==> src/rtl/ptfl_pkg.sv <==
// Package for the periodic time feature lifter: widths, register indexes,
// CORDIC angle table and shared types. No dependencies.
package ptfl_pkg;

	localparam int MAX_PERIODS = 4;
	localparam int PHASE_BITS = 16;
	localparam int CORDIC_STEPS = 18;
	localparam int Q16_ONE = 65536;
	localparam int CFG_IDX_W = 3;

	localparam logic [CFG_IDX_W-1:0] REG_PERIODS_USED = 3'd0;
	localparam logic [CFG_IDX_W-1:0] REG_PERIOD_A = 3'd1;
	localparam logic [CFG_IDX_W-1:0] REG_PERIOD_B = 3'd2;
	localparam logic [CFG_IDX_W-1:0] REG_PERIOD_C = 3'd3;
	localparam logic [CFG_IDX_W-1:0] REG_PERIOD_D = 3'd4;
	localparam logic [CFG_IDX_W-1:0] REG_CENTRE_OFFSET = 3'd5;
	localparam logic [CFG_IDX_W-1:0] REG_RANGE_SCALE = 3'd6;

	// Angle of each CORDIC step in units of 2^-32 turn.
	function automatic logic [31:0] atan_turn(input logic [4:0] i);
		case (i)
			5'd0: atan_turn = 32'd536870912;
			5'd1: atan_turn = 32'd316933406;
			5'd2: atan_turn = 32'd167458907;
			5'd3: atan_turn = 32'd85004757;
			5'd4: atan_turn = 32'd42667331;
			5'd5: atan_turn = 32'd21354465;
			5'd6: atan_turn = 32'd10679838;
			5'd7: atan_turn = 32'd5340245;
			5'd8: atan_turn = 32'd2670163;
			5'd9: atan_turn = 32'd1335087;
			5'd10: atan_turn = 32'd667544;
			5'd11: atan_turn = 32'd333772;
			5'd12: atan_turn = 32'd166886;
			5'd13: atan_turn = 32'd83443;
			5'd14: atan_turn = 32'd41722;
			5'd15: atan_turn = 32'd20861;
			5'd16: atan_turn = 32'd10430;
			5'd17: atan_turn = 32'd5215;
			default: atan_turn = 32'd0;
		endcase
	endfunction

	typedef struct packed {
		logic [31:0] time_value;
		logic end_of_batch;
	} in_item_t;

	typedef struct packed {
		logic [2:0] group_index;
		logic is_polynomial;
		logic signed [31:0] first_value;
		logic signed [31:0] second_value;
		logic signed [31:0] third_value;
		logic sample_last;
		logic batch_end;
	} out_item_t;

	// Work carried by one cell: remainder/phase division state for a period.
	typedef struct packed {
		logic vld;
		logic [31:0] rem;
		logic [PHASE_BITS-1:0] quo;
	} div_t;

	typedef struct packed {
		logic vld;
		logic [1:0] quad;
		logic signed [33:0] x;
		logic signed [33:0] y;
		logic signed [33:0] z;
	} rot_t;

endpackage

==> src/rtl/ptfl_div_cell.sv <==
// One cell of the phase divider chain: a restoring step of the modulo or of
// the phase quotient. Depends on ptfl_pkg.
module ptfl_div_cell import ptfl_pkg::*; (
	input logic clk,
	input logic arst_n,
	input logic en,
	input logic phase_step,
	input logic [31:0] per,
	input logic [31:0] tbit_word,
	input logic [5:0] step,
	input div_t din,
	output div_t dout
);
	logic [32:0] trial;
	logic [32:0] sh;
	always_comb begin
		if (phase_step) sh = {din.rem, 1'b0};
		else sh = {din.rem, tbit_word[5'(31 - step)]};
		trial = sh - {1'b0, per};
	end
	always_ff @(posedge clk or negedge arst_n) begin
		if (!arst_n) begin
			dout <= '0;
		end else if (en) begin
			dout.vld <= din.vld;
			if (!trial[32]) dout.rem <= trial[31:0];
			else dout.rem <= sh[31:0];
			if (phase_step) dout.quo <= {din.quo[PHASE_BITS-2:0], ~trial[32]};
			else dout.quo <= din.quo;
		end
	end
endmodule

==> config.mk <==
export PLATFORM = sky130hd
export DESIGN_NAME = ptfl_div_cell
export DESIGN_NICKNAME = d
export VERILOG_FILES = /design/src/rtl/ptfl_pkg.sv /design/src/rtl/ptfl_div_cell.sv
export SDC_FILE = /design/constraint.sdc
export NUM_CORES = 1
export LEC_CHECK = 0
export BUFFER_PORTS_ARGS = -buffer_cell sky130_fd_sc_hd__buf_2
export CAP_MARGIN = 25
export CORE_MARGIN = 8
export CORE_UTILIZATION = 35
export DETAILED_ROUTE_END_ITERATION = 7
export MAX_ROUTING_LAYER = met4
export PLACE_DENSITY = 0.63
export REMOVE_ABC_BUFFERS = 1
export SLEW_MARGIN = 20
export SYNTH_ARGS = -nofsm -noshare
export SYNTH_HDL_FRONTEND = slang
export SYNTH_SLANG_ARGS = --single-unit
==> constraint.sdc <==
create_clock -name clk -period 2.02 [get_ports clk]
set_clock_uncertainty 0.1 [all_clocks]
set_input_delay 0.404 -clock clk [delete_from_list [all_inputs] [get_ports clk]]
set_output_delay 0.404 -clock clk [all_outputs]
set_load 0.02 [all_outputs]
; ---- Word level (Yosys, flattened, before mapping)
; Cells that the tools add are included.
[word_totals]
regBits = 49
latch_bits = 0
ramBits = 0
mem_bits_ro = 0
in_bits = 123
output_inout_bits = 49
word_cells = 12
memories = 0
[op_classes]
n_addsub = 2
mul = 0
n_div = 0
magnitude_cmp = 1
n_eq_ne = 0
n_shift = 0
mux = 5
n_bitwise = 1
reduce_logical = 0
[op_table]
columns = cell, n
row1 = 33-bit by 32-bit subtractor with 33-bit output, 1
row2 = 32-bit two-way mux, 1
row3 = 16-bit two-way mux, 1
row4 = 5-bit by 6-bit less-than comparator with 1-bit output (second input constant), 1
row5 = 1-bit binary-select mux with 5-bit select, 1
row6 = 5-bit subtractor (first input constant), 1
row7 = 1-bit two-way mux, 2
row8 = 1-bit NOT, 1

; ---- Logic depth before layout (Yosys ltp)
[logic_depth]
word_depth = 7
depth_mapped = 22
ltp_nobuf = 18

; ---- Worst setup path after synthesis
; No wires, ideal clock.
[synth_timing]
kind = in2reg
from = input port step[0]
to = register dout[34] (netlist name)
setup_time_ns = 0.137
arrival_time_ns = 4.171
required_ns = 1.783
path_slack_ns = -2.388
cell_stages = 19
n_path_buf = 4
cell_sequence = buf_2 > mux4_2 > mux4_2 > a21oi_1 > or2_2 > ha_1 > inv_1 > fa_1 > a211oi_1 > o21ai_1 > o211ai_2 > a2111oi_4 > o211ai_1 > or3b_1 > buf_2 > buf_6 > buf_6 > o21ai_1 > a21oi_1
[synth_between]
elab_chain_cells = 6
[synth_rtl]
columns = item, line
row1 = "start, declared", ptfl_div_cell.sv:10  ; input logic [5:0] step,
row2 = 5-bit subtractor, ptfl_div_cell.sv:18  ; else sh = {din.rem, tbit_word[5'(31 - step)]};
row3 = 1-bit binary-select mux with 5-bit select, ptfl_div_cell.sv:18
row4 = 1-bit two-way mux (implied by the code), ptfl_div_cell.sv:18
row5 = 1-bit two-way mux, ptfl_div_cell.sv:17  ; if (phase_step) sh = {din.rem, 1'b0};
row6 = 33-bit by 32-bit subtractor with 33-bit output, ptfl_div_cell.sv:19  ; trial = sh - {1'b0, per};
row7 = 32-bit two-way mux, ptfl_div_cell.sv:26  ; if (!trial[32]) dout.rem <= trial[31:0];
row8 = "end, declared", ptfl_div_cell.sv:12  ; output div_t dout
; No other way between the ends. The select of a mux whose other input is x is not followed.
; A chain may end at the register's enable or synchronous reset.

; ---- Final worst setup path
[layout_timing]
from = input port step[0]
to = register dout[21] (netlist name)
; The elaborated chain is that of the path after synthesis.

==> flow_metrics.env <==
export IMPL_status="finished, violations left"
export IMPL_failed_checks="setup timing"
export IMPL_holdCritPathClass="in2reg"
export IMPL_nNetsFinal=970
export IMPL_hold_path_depth=3
export IMPL_vias_per_cell=4.95
export IMPL_crit_path_end_kind="flop"
export IMPL_ys_types=58
export IMPL_synth_seq_area_share_pct=27.7
export IMPL_die_h_um=128
export IMPL_synth_edf_count=0
export IMPL_worstPathRequired_ps=2100
export IMPL_drc=0
export IMPL_syn_area_per_cell_sq_um=8.41
export IMPL_grt_max_degree=50
export IMPL_fmax_mhz=250
export IMPL_largest_reg_flops=49
export IMPL_numClockSinks=49
export IMPL_layout_min_cycle_time_ps=3990
export IMPL_synth_cells=526
export IMPL_fin_ws_ps=-1970
export IMPL_largest_registers="dout (49)"
export IMPL_synthArstFlopShare_pct=100
export IMPL_port_buffers=170
export IMPL_fin_area_sq_mm=0.00672
export IMPL_worstHoldStart="din[40]"
export IMPL_post_dp_hpwl_um=12500
export IMPL_setup_viol=33
export IMPL_syn_area_sq_mm=0.00443
export IMPL_r2r_start="dout[39]$_DFFE_PN0P_"
export IMPL_multi_input_area_sq_mm=0.00297
export IMPL_num_antenna_cells=0
export IMPL_io_pins=172
export IMPL_gp_congestion=0.940
export IMPL_routed_wl_um=15300
export IMPL_yosys_warnings=0
export IMPL_num_fill_cells=1200
export IMPL_worstReg2RegEnd="dout[39]$_DFFE_PN0P_"
export IMPL_clk_pin_slew_ps=80
export IMPL_grt_setup_unrepaired="yes"
export IMPL_crit_arrival_ps=4080
export IMPL_core_area_sq_mm=0.0125
export IMPL_max_stage_delay_ps=490
export IMPL_clk_path_buf_depth=2
export IMPL_cp_start_kind="input port"
export IMPL_dieArea_sq_mm=0.0165
export IMPL_cts_htree_levels=2
export IMPL_vias=4888
export IMPL_path_cells="buf_12 > mux4_2 > mux4_2 > a21oi_2 > or2_4 > ha_4 > inv_2 > fa_2 > a211oi_2 > o21ai_2 > o211ai_2 > a2111oi_4 > o211ai_1 > or3b_4 > buf_8 > buf_12 > mux2i_2 > a21oi_1"
export IMPL_cts_inserted_buffers=5
export IMPL_ys_seq_elements=49
export IMPL_report_final_slew_viol_count=0
export IMPL_grt_pass1_vias=5240
export IMPL_drtIter0Drc=246
export IMPL_path_max_fanout=6
export IMPL_final_hold_viol_count=0
export IMPL_path_delay_family="multiplexers"
export IMPL_slew_limit_headroom_pct=67.6
export IMPL_fp_dieW_um=128
export IMPL_fin_cells=987
export IMPL_path_buf_inv=4
export IMPL_cts_root_buf="clkbuf_16"
export IMPL_worst_slew_pin_slew_ps=480
export IMPL_power_leakage_nw=3.45
export IMPL_finalCritPeriodShare_pct=198
export IMPL_ff_latch_area_sq_mm=0.00123
export IMPL_p_per_area_mw_per_mm2=619
export IMPL_fin_util_pct=53.9
export IMPL_tritoncts="done"
export IMPL_dp_slack_ps=-2580
export IMPL_drt_first_pass_iters=5
export IMPL_path_class="in2reg"
export IMPL_wl_per_cell_um=15.5
export IMPL_post_dp_cell_area_sq_mm=0.00639
export IMPL_clkLatencyLatePin_ps=290
export IMPL_worst_r2r_cell_count=3
export IMPL_drive_gt1_share_pct=43.2
export IMPL_min_to="dout[41]$_DFFE_PN0P_"
export IMPL_grt_ovfl_total=0
export IMPL_setup_tns_ps=-62710
export IMPL_antenna_left=0
export IMPL_grt_use_total_pct=18.9
export IMPL_rows=41
export IMPL_vdd_drop_max_mv=0.335
export IMPL_regToRegSetupSlack_ps=1010
export IMPL_ys_flop_type="dfrtp_1"
export IMPL_placedCellCount=971
export IMPL_initial_utilization_pct=35.5
export IMPL_cpMaxStageDelayCell="mux4_2"
export IMPL_maxCapViolations=0
export IMPL_synthToLayoutAreaGrowth_pct=51.9
export IMPL_largest_register="dout"
export IMPL_grt_pass1_wl_um=24600
export IMPL_antenna_found_initial=0
kinds of logic (layout without fill, tap and decap cells):
group           Yosys count  count (layout)  share of synthesized area, %
compound gates          152             152                          21.8
simple gates            145             145                          15.5
buf+inv                  72             361                          6.73
flops                    49              49                          27.7
mux                      47              47                          13.2
fa+ha+maj                33              33                          9.50
xor+xnor                 28              28                          5.54
report_power, final:
group / switching [mW] / total, mW / internal [mW]
combinational: 1.05 / 2.02 / 0.972
sequential: 0.0933 / 1.24 / 1.14
clock: 0.437 / 0.907 / 0.470
area by class of cell:
type | count | share of cell area (%)
clock buffers | 5 | 1.86
clock inverters | 3 | 0.372
inverters | 44 | 2.46
multi-input cells | 405 | 44.2
flip-flops and latches | 49 | 18.2
well taps | 172 | 3.20
repair buffers | 309 | 29.7
cells in the mapped netlist (4+ instances only):
cell type | number | share of area [%]
a21oi_1 | 63 | 7.1
nor2_1 | 55 | 4.7
dfrtp_1 | 49 | 28
inv_1 | 44 | 3.7
mux2i_1 | 36 | 8.1
nand2_1 | 35 | 3.0
ha_1 | 32 | 9.0
o21ai_0 | 19 | 2.1
clkbuf_1 | 18 | 1.5
xnor2_1 | 16 | 3.2
a21o_1 | 14 | 2.4
xor2_1 | 12 | 2.4
a31oi_1 | 11 | 1.6
nand3_1 | 11 | 1.2
mux4_2 | 9 | 4.6
nor2b_1 | 9 | 1.3
a211oi_1 | 6 | 1.0
nand4_1 | 6 | 0.85
nor3_1 | 6 | 0.68
o221ai_1 | 6 | 1.2
o21ai_1 | 5 | 0.57
and3_1 | 4 | 0.57
buf_2 | 4 | 0.45
nand2b_1 | 4 | 0.57
o21a_1 | 4 | 0.68
repair_timing:
item	in CTS	in global routing
hold buffers	1	0
setup buffers	4	2
gates resized for setup	18	6
setup endpoints to repair	33	33
gates cloned	1	0
endpoints found under the hold margin	23	0
pin swaps	18	16
routing by layer:
| layer | GRT usage (%) | up-vias | share of wire, % |
|---|---|---|---|
| li1 | - | 2458 | - |
| met2 | 33.5 | 120 | 51 |
| met1 | 21.4 | 2288 | 42 |
| met3 | 2.90 | 22 | 4.5 |
| met4 | 6.01 | 0 | 2.1 |
| met5 | - | - | 0 |
worst min-delay path, delay by kind of cell:
| family | cells | cell delay, ps |
|---|---|---|
| buffers and inverters | 1 | 90 |
| and+or+nand+nor | 1 | 60 |
| AOI/OAI and AO/OA | 1 | 60 |
stage by stage:
stage                     power [mW]  hold slack (ps)
final                           4.16              245
after global routing            4.44              247
after CTS                       4.19              234
after detailed placement        3.20              324
after global placement          3.17              315
after floorplan                 2.27             8.41
worst max-delay path by stage:
| stage | start | end | slack, ps | cells after the start |
|---|---|---|---|---|
| detailed placement | step[0] | dout[27]$_DFFE_PN0P_ | -2580 | 18 |
| floorplan | step[0] | dout[31]$_DFFE_PN0P_ | -2720 | 16 |
| CTS | step[0] | dout[21]$_DFFE_PN0P_ | -2030 | 18 |
| finish | step[0] | dout[21]$_DFFE_PN0P_ | -1970 | 18 |
| global route | step[0] | dout[21]$_DFFE_PN0P_ | -2190 | 18 |
| global placement | step[0] | dout[16]$_DFFE_PN0P_ | -2490 | 17 |
layout by cell type, fill, tap and decap left out, types with 14 or more instances in the layout:
cell type and count:
buf_4 132, a21oi_1 62, buf_2 168, ha_1 31
dfrtp_1 49, a21o_1 14, xnor2_1 16, nor2_1 55
mux2i_1 35, o21ai_0 19, inv_1 43, nand2_1 35
Power figures use the tool's default switching activity.
