[config.mk]
export PLATFORM = sky130hd
export DESIGN_NAME = ptfl_rot_cell
export DESIGN_NICKNAME = d
export VERILOG_FILES = /design/src/rtl/ptfl_pkg.sv /design/src/rtl/ptfl_rot_cell.sv
export SDC_FILE = /design/constraint.sdc
export NUM_CORES = 1
export LEC_CHECK = 0
export BUFFER_PORTS_ARGS = -buffer_cell sky130_fd_sc_hd__buf_2
export CORE_ASPECT_RATIO = 0.6
export CORE_UTILIZATION = 61
export DETAILED_ROUTE_END_ITERATION = 10
export PLACE_DENSITY = 0.85
export SETUP_SLACK_MARGIN = 0.3
export SYNTH_ARGS = -nofsm -noshare
export SYNTH_HDL_FRONTEND = slang
export SYNTH_SLANG_ARGS = --single-unit
[constraint.sdc]
create_clock -name clk -period 1.2 [get_ports clk]
set_input_delay 0.24 -clock clk [delete_from_list [all_inputs] [get_ports clk]]
set_output_delay 0.24 -clock clk [all_outputs]
set_load 0.005 [all_outputs]
[src/rtl/ptfl_pkg.sv]
// Package for the periodic time feature lifter: widths, register indexes,
// CORDIC angle table and shared types. No dependencies.
package ptfl_pkg;

	localparam int MAX_PERIODS = 4;
	localparam int PHASE_BITS = 16;
	localparam int CORDIC_STEPS = 18;
	localparam int Q16_ONE = 65536;
	localparam int CFG_IDX_W = 3;

	localparam logic [CFG_IDX_W-1:0] REG_PERIODS_USED = 3'd0;
	localparam logic [CFG_IDX_W-1:0] REG_PERIOD_A = 3'd1;
	localparam logic [CFG_IDX_W-1:0] REG_PERIOD_B = 3'd2;
	localparam logic [CFG_IDX_W-1:0] REG_PERIOD_C = 3'd3;
	localparam logic [CFG_IDX_W-1:0] REG_PERIOD_D = 3'd4;
	localparam logic [CFG_IDX_W-1:0] REG_CENTRE_OFFSET = 3'd5;
	localparam logic [CFG_IDX_W-1:0] REG_RANGE_SCALE = 3'd6;

	// Angle of each CORDIC step in units of 2^-32 turn.
	function automatic logic [31:0] atan_turn(input logic [4:0] i);
		case (i)
			5'd0: atan_turn = 32'd536870912;
			5'd1: atan_turn = 32'd316933406;
			5'd2: atan_turn = 32'd167458907;
			5'd3: atan_turn = 32'd85004757;
			5'd4: atan_turn = 32'd42667331;
			5'd5: atan_turn = 32'd21354465;
			5'd6: atan_turn = 32'd10679838;
			5'd7: atan_turn = 32'd5340245;
			5'd8: atan_turn = 32'd2670163;
			5'd9: atan_turn = 32'd1335087;
			5'd10: atan_turn = 32'd667544;
			5'd11: atan_turn = 32'd333772;
			5'd12: atan_turn = 32'd166886;
			5'd13: atan_turn = 32'd83443;
			5'd14: atan_turn = 32'd41722;
			5'd15: atan_turn = 32'd20861;
			5'd16: atan_turn = 32'd10430;
			5'd17: atan_turn = 32'd5215;
			default: atan_turn = 32'd0;
		endcase
	endfunction

	typedef struct packed {
		logic [31:0] time_value;
		logic end_of_batch;
	} in_item_t;

	typedef struct packed {
		logic [2:0] group_index;
		logic is_polynomial;
		logic signed [31:0] first_value;
		logic signed [31:0] second_value;
		logic signed [31:0] third_value;
		logic sample_last;
		logic batch_end;
	} out_item_t;

	// Work carried by one cell: remainder/phase division state for a period.
	typedef struct packed {
		logic vld;
		logic [31:0] rem;
		logic [PHASE_BITS-1:0] quo;
	} div_t;

	typedef struct packed {
		logic vld;
		logic [1:0] quad;
		logic signed [33:0] x;
		logic signed [33:0] y;
		logic signed [33:0] z;
	} rot_t;

endpackage

[src/rtl/ptfl_rot_cell.sv]
// One CORDIC rotation cell of the sine-cosine chain.
// Depends on ptfl_pkg for the angle table.
module ptfl_rot_cell import ptfl_pkg::*; (
	input logic clk,
	input logic arst_n,
	input logic en,
	input logic [4:0] step,
	input rot_t din,
	output rot_t dout
);
	logic signed [33:0] dx, dy, at;
	always_comb begin
		dx = din.y >>> step;
		dy = din.x >>> step;
		at = $signed({2'b00, atan_turn(step)});
	end
	always_ff @(posedge clk or negedge arst_n) begin
		if (!arst_n) begin
			dout <= '0;
		end else if (en) begin
			dout.vld <= din.vld;
			dout.quad <= din.quad;
			if (!din.z[33]) begin
				dout.x <= din.x - dx;
				dout.y <= din.y + dy;
				dout.z <= din.z - at;
			end else begin
				dout.x <= din.x + dx;
				dout.y <= din.y - dy;
				dout.z <= din.z + at;
			end
		end
	end
endmodule

==> run metrics, run 1 <==
root buf cell clkbuf_16; top cell type by total area after synthesis dfrtp_1; # port buffers 217; Num Clock Sinks 105; Post-synth EDFFs 0; dpl cells 3111; outcome stopped before the end; flops & latches, synth 105; ys async rst share 100%; postcts setup bufs 118; Err [ERROR DPL-0038] Utilization greater than 100%, impossible to legalize; unique cell type count in the Yosys netlist 92; Main synth FF type dfrtp_1; clk buf depth 2; Num CTS Buffers 9; # hold bufs at CTS 1; Placer Congestion 1.35; Failed at clock tree synthesis (4_1_cts); CTS HTree Levels 3; synth top area cells dfrtp_1 (16%), mux4_2 (12%), ha_1 (8.3%), mux2_2 (7.2%), a21oi_1 (5.3%); count leader, synth a21oi_1; die width 214 µm; Initial Util 62.3%; sequential area share after synthesis 15.9%; Avg Synthesized Cell Area 8.60 µm²; DP HPWL 66.8 mm; I/O Pins 218; Post-Syn Area 16500 µm²; post-synth top area share 15.9%; YS warnings 0; Cells after Synth 1918; syn_nets 2143; Die Y 129 µm; top cells by count, synth a21oi_1 (176), nor2_1 (149), nand2_1 (145), ha_1 (109); # resized after CTS 375; Row Count 46
-- cell families after synthesis --
family                     synth area share (%)
AOI/OAI and AO/OA                          22.7
and+or+nand+nor                            15.7
muxes                                      23.7
buffers and inverters                      4.77
xor gates and xnor gates                   8.55
adders and majority gates                  8.63
DFF                                        15.9
-- metrics by stage --
step                area [µm²]  hold WS, ns  util [%]  worst slack (ns)  TNS (ns)
floorplan                17200      -0.0556         -             -3.92   -306.55
global placement         23600        0.145      89.2             -4.24   -347.65
detailed placement       23600        0.146      89.2             -4.79   -383.00
==> run 2, diff against run 1 <==
--- a/config.mk
+++ b/config.mk
@@ -6,11 +6,9 @@
 export NUM_CORES = 1
 export LEC_CHECK = 0
 export BUFFER_PORTS_ARGS = -buffer_cell sky130_fd_sc_hd__buf_2
-export CORE_ASPECT_RATIO = 0.6
-export CORE_UTILIZATION = 61
+export CORE_UTILIZATION = 40
 export DETAILED_ROUTE_END_ITERATION = 10
-export PLACE_DENSITY = 0.85
-export SETUP_SLACK_MARGIN = 0.3
+export PLACE_DENSITY_LB_ADDON = 0.15
 export SYNTH_ARGS = -nofsm -noshare
 export SYNTH_HDL_FRONTEND = slang
 export SYNTH_SLANG_ARGS = --single-unit
==> run 2 against run 1 <==
  * The flow now finishes, with violations (negative setup slack)
  * Synthesized area unchanged
  * Synthesized cell count did not move
==> run metrics, run 2 <==
unique cell type count in the Yosys netlist 92; crit path buf inv count 6; synth top area cells dfrtp_1 (16%), mux4_2 (12%), ha_1 (8.3%), mux2_2 (7.2%), a21oi_1 (5.3%); delay of the slowest critical-path stage 0.58 ns; R2R Path End dout[66]; Reg clk slew, reported paths 0.08 ns; count leader, synth a21oi_1; Compound-Gate Fraction of Synth Area 22.7%; CORE AREA 40700 µm²; global-route wire length before repair 118 mm; hold path startpoint din[103]; DP HPWL 62.9 mm; # port buffers 217; Cell Pwr Density 1130 nW/µm²; Die Y 205 µm; Cells after Synth 1918; GRT overflow 0; ys async rst share 100%; fmax 201 MHz; Final Hold Viols 0; Final WS setup -3.78 ns; commonest cells after routing, fill and taps aside buf_4 (851), buf_2 (207), nand2_1 (133), nor2_1 (114), dfrtp_1 (105); min cycle time layout 4.98 ns; max-cap viol count 0; startpoint types primary input; CTS HTree Levels 3; syn_nets 2143; Final Slew Violations 0; Tcrit/Tclk final 415%; Setup TNS Final -305.73 ns; vias in the first global route 20.2k; initial antenna violation count 1; vias per std cell 5.80; Main synth FF type dfrtp_1; drt first pass iters 5; top cells by count, synth a21oi_1 (176), nor2_1 (149), nand2_1 (145), ha_1 (109); failing checks negative setup slack; total track usage 37.0%; setup violators final 103; Reg-to-Reg Start dout[66]; WL final 80.8 mm; Num CTS Buffers 9; worst rel slew slack 43.8%; Synth Area in Adders 8.63%; Leakage 13.3 nW; placed cell area 24600 µm²; CP delay by family, top simple AND/OR/NAND/NOR gates; maximum vdd drop 0.936 mV; root buf cell clkbuf_16; Avg Synthesized Cell Area 8.60 µm²; Slew @ Worst Pin 0.842 ns; kind of critical path in2reg; Row Count 74; antenna-violating nets left 0; most common cell after layout, fill and taps aside buf_4; area grow syn2layout 73.0%; maximum number of pins on one net before global-route repair 51; Post-Syn Area 16500 µm²; Hold Path Class in2reg; CP Depth 24; worst reg-to-reg path cell count 2; I/O Pins 218; RSZ-0062 raised after global routing true; largest family of logic cells by synthesized area multiplexers; YS warnings 0; XOR/XNOR share of the synthesized area 8.55%; crit path cell chain buf_16, buf_16, mux2_4, mux4_2, a211oi_4, o211ai_1, or4_4, buf_6, nor4_4, buf_4, buf_6, and3_4, nor2_4, xor2_1, ha_2, buf_4, nand3_2, nor4b_4, a21oi_2, a31oi_4, a311oi_4, or3_1, a21oi_2, a21o_1; top cell type by total area after synthesis dfrtp_1; outcome finished with violations; kind of end point of the critical path flop; Final nets 3217; vias 20.5k; WL per Instance 22.9 µm; flops & latches, synth 105; biggest regs dout: 105 flops; antenna diode count 0; Critical Path RT 1.55 ns; post-synth top area share 15.9%; Num Clock Sinks 105; die width 205 µm; clk buf depth 2; First DRT Iteration DRCs 1688; sequential area share after synthesis 15.9%; hold path cells 2; Placer Congestion 1.02; Non-Filler Cell Area, Final 28500 µm²; worst-skew pair later-pin latency 0.40 ns; Worst Clk Skew 0 ns; Critical Path Fanout Max 7; Place WS -4.49 ns; Arrival @ worst endpoint 5.33 ns; max reg flops 105; post-synthesis mux area share 23.7%; post-synthesis simple-gate area fraction 15.7%; Setup crit start step[0]; Residual DRC 0; R2R Setup Slk 0.28 ns; CP max-delay cell or4_4; Post-synth EDFFs 0; overall die area 42100 µm²; CTS tree yes; Initial Util 40.5%; Biggest register dout; WHS Endpoint dout[103]; layout cell share with drive strength beyond 1 59.0%
[run 2: cell counts after synthesis]
No cell type changed its count.
[run 2: metal layers]
layer	routed length (µm)	vias up	track usage, %	share of wire [%]
met4	3320	0	15.1	4.1
met5	0	-	0	0
met2	37400	786	59.7	46
li1	-	9418	-	-
met3	4900	161	5.36	6.1
met1	35200	10100	49.3	44
[run 2: timing repair]
action / in CTS / in global routing
gates resized for setup: 301 / 259
hold buffers: 1 / 0
endpoints found under the setup margin: 109 / 110
pin swaps: 136 / 186
setup buffers: 80 / 76
gates cloned: 4 / 0
endpoints found under the hold margin: 105 / 0
[run 2: worst max-delay path by stage]
stage	endpoint	slack, ns
finish	dout[65]	-3.78
global route	dout[97]	-3.92
CTS	dout[67]	-3.71
detailed placement	dout[67]	-4.49
global placement	dout[100]	-4.38
floorplan	dout[65]	-3.92
[run 2: cells by family (layout without fill, tap and decap cells)]
kind of cell	count (synthesis)	in the layout
multiplexers	265	265
AND/OR/NAND/NOR	522	522
flip-flops	105	105
AO/OA/AOI/OAI	583	583
buffers and inverters	170	1249
XOR/XNOR	161	161
adder cells (fa/ha/maj)	112	112
[run 2: final cells by class]
type | instances | area (µm²)
inverters | 57 | 223
well taps | 532 | 666
repair buffers | 1176 | 9100
clock buffers | 10 | 239
clock inverters | 6 | 72.6
fillers | 3226 | 12200
multi-input cells | 1643 | 15600
flip-flops and latches | 105 | 2630
[run 2: worst register-to-register path, stage by stage (launching register included)]
cell	delay, ns
dfrtp_1	0.38
a221oi_1	0.28
o211ai_1	0.13
[run 2: per-stage QoR]
stage	hold slack, ns	std cells	power, mW	utilization [%]
CTS	0.0458	3480	29.9	66.2
global route	0.0698	3529	34.1	70.0
detailed placement	0.0939	3384	24.4	60.4
floorplan	-0.0556	1918	15.4	-
global placement	0.0927	3384	24.1	60.4
finish	0.0682	3529	32.3	70.0
[run 2: power by group]
group / switching [mW] / internal, mW / total (mW)
clock: 1.62 / 1.70 / 3.32
combinational: 10.8 / 12.5 / 23.3
sequential: 0.743 / 4.94 / 5.68
Note: power is estimated with default switching activity, not from simulation.
==> run 3, diff against run 2 <==
--- a/config.mk
+++ b/config.mk
@@ -8,6 +8,7 @@
 export BUFFER_PORTS_ARGS = -buffer_cell sky130_fd_sc_hd__buf_2
 export CORE_UTILIZATION = 40
 export DETAILED_ROUTE_END_ITERATION = 10
+export MAX_ROUTING_LAYER = met4
 export PLACE_DENSITY_LB_ADDON = 0.15
 export SYNTH_ARGS = -nofsm -noshare
 export SYNTH_HDL_FRONTEND = slang
==> run 3 against run 2 <==
  * Die area did not move
  * Flip-flop and latch count did not move
  * Core utilization rose by 0.71 points
  * Fmax fell by 0.21%
  * Register-to-register slack barely moved
  * First-iteration DRC count fell by 4.6%
  * Sequential power barely moved
  * Critical path depth rose by 1
  * Global-route usage rose by 0.99 points
  * Clock skew did not move
  * Count of clock-buffer cells in the layout did not move
  * Critical endpoint is now dout[97]
  * The flow still finishes with violations (negative setup slack)
==> run metrics, run 3 (synthesized netlist as in run 2, its figures left out) <==
hold path startpoint din[104]; I/O Pins 218; kind of critical path in2reg; Final WS setup -3.80 ns; vias in the first global route 20.2k; Num Clock Sinks 105; Comb pwr share 72.6%; maximum number of pins on one net before global-route repair 51; vias per std cell 5.79; Setup TNS Final -309.30 ns; worst rel slew slack 38.7%; WL per Instance 22.7 µm; Final Hold Viols 0; maximum vdd drop 1.08 mV; CTS HTree Levels 3; layout cell share with drive strength beyond 1 59.5%; R2R Path End dout[66]; # port buffers 217; Hold Path Class in2reg; P_int 19.2 mW; failing checks negative setup slack; clk buf depth 2; min cycle time layout 5.00 ns; First DRT Iteration DRCs 1610; P_sw 13.3 mW; overall die area 42100 µm²; sequential share of power 17.5%; Residual DRC 0; most common cell after layout, fill and taps aside buf_4; antenna-violating nets left 0; Critical Path Fanout Max 6; Switching Share 41.0%; global-route wire length before repair 118 mm; max-cap viol count 0; Critical path destination dout[97]; Initial Util 40.5%; biggest regs dout: 105 flops; Final nets 3248; dpl cells 3363; Slew @ Worst Pin 0.920 ns; Place WS -4.51 ns; Biggest register dout; Placer Congestion 1.01; max reg flops 105; startpoint types primary input; setup violators final 104; drt first pass iters 7; Arrival @ worst endpoint 5.30 ns; worst-skew pair later-pin latency 0.41 ns; Reg clk slew, reported paths 0.09 ns; root buf cell clkbuf_16; initial antenna violation count 1; Reg-to-Reg Start dout[66]; vias 20.6k; kind of end point of the critical path flop; R2R Setup Slk 0.29 ns; post-route insts no fill 3561; Leakage 13.5 nW; fmax 200 MHz; total track usage 38.0%; hold_ws 0.0527 ns; Tcrit/Tclk final 416%; Final Slew Violations 0; outcome finished with violations; Row Count 74; GRT overflow 0; Critical Path RT 1.50 ns; Worst Clk Skew 0 ns; RSZ-0062 raised after global routing true; WL final 80.7 mm; die width 205 µm; Setup crit start step[0]; commonest cells after routing, fill and taps aside buf_4 (879), buf_2 (207), nand2_1 (134), nor2_1 (118), dfrtp_1 (105); Cell Pwr Density 1130 nW/µm²; CTS tree yes; Clk pwr share 9.9%; DP HPWL 62.1 mm; worst reg-to-reg path cell count 2; CORE AREA 40700 µm²; area grow syn2layout 74.7%; Die Y 205 µm; Num CTS Buffers 9
==> run 3: cell type report <==
class                           count  area [µm²]
Multi-Input combinational cell   1643       15600
Fill cell                        3117       11900
Timing Repair Buffer             1207        9420
Sequential cell                   105        2630
Tap cell                          532         666
Clock buffer                       10         229
Inverter                           57         228
Clock inverter                      6        57.6
Antenna cell                        1        2.50
==> run 3: worst max-delay path: stages <==
cell and delay, ns:
buf_16 0.11, mux4_2 0.55, mux2_4 0.30, a311o_1 0.34, a21oi_2 0.22, a31oi_2 0.07, buf_4 0.16, or4_4 0.55
nor4_4 0.14, buf_4 0.18, buf_4 0.11, buf_6 0.09, a21oi_1 0.08, xor2_1 0.17, ha_1 0.37, nand3_2 0.12
inv_2 0.09, nand3_4 0.12, o32ai_4 0.33, nor2_2 0.07, a21oi_2 0.19, a311o_1 0.21, a21oi_2 0.07, xnor2_1 0.12
mux2_4 0.26
==> run 3: what timing repair did <==
| action | CTS | global route |
|---|---|---|
| resized for setup | 284 | 271 |
| setup buffers | 108 | 98 |
| hold endpoints to repair | 105 | 0 |
| cloned | 5 | 0 |
| setup endpoints to repair | 118 | 175 |
| pin swaps | 139 | 237 |
| hold buffers | 1 | 0 |
==> run 3: power by group through the flow <==
stage,registers (mW),clock network (mW),logic [mW]
after floorplan,5.81,0,9.56
after global placement,5.64,0,18.4
after detailed placement,5.71,0,18.6
after CTS,5.67,3.30,20.6
after global routing,5.84,3.39,25.1
final,5.68,3.23,23.6
==> run 3: metrics by stage <==
step | util, % | cell area (µm²) | total power [mW]
after global routing | 70.8 | 28800 | 34.4
after CTS | 66.1 | 26900 | 29.6
after floorplan | - | 17200 | 15.4
final | 70.8 | 28800 | 32.5
after detailed placement | 60.2 | 24500 | 24.3
after global placement | 60.2 | 24500 | 24.0
==> run 3: metal layers <==
layer  track usage [%]  part of all wire (%)  vias to the layer above
li1                  -                     -                     9474
met1              49.0                    43                    10100
met2              58.7                    46                      881
met3              5.47                   6.2                      187
met4              17.2                   5.2                        0
met5                 -                     0                        -
==> run 3: worst min-delay path by stage <==
stage | depth (start not counted) | to
floorplan | 0 | dout[0]
global placement | 1 | dout[45]
detailed placement | 1 | dout[45]
CTS | 2 | dout[104]
global route | 2 | dout[102]
finish | 2 | dout[104]
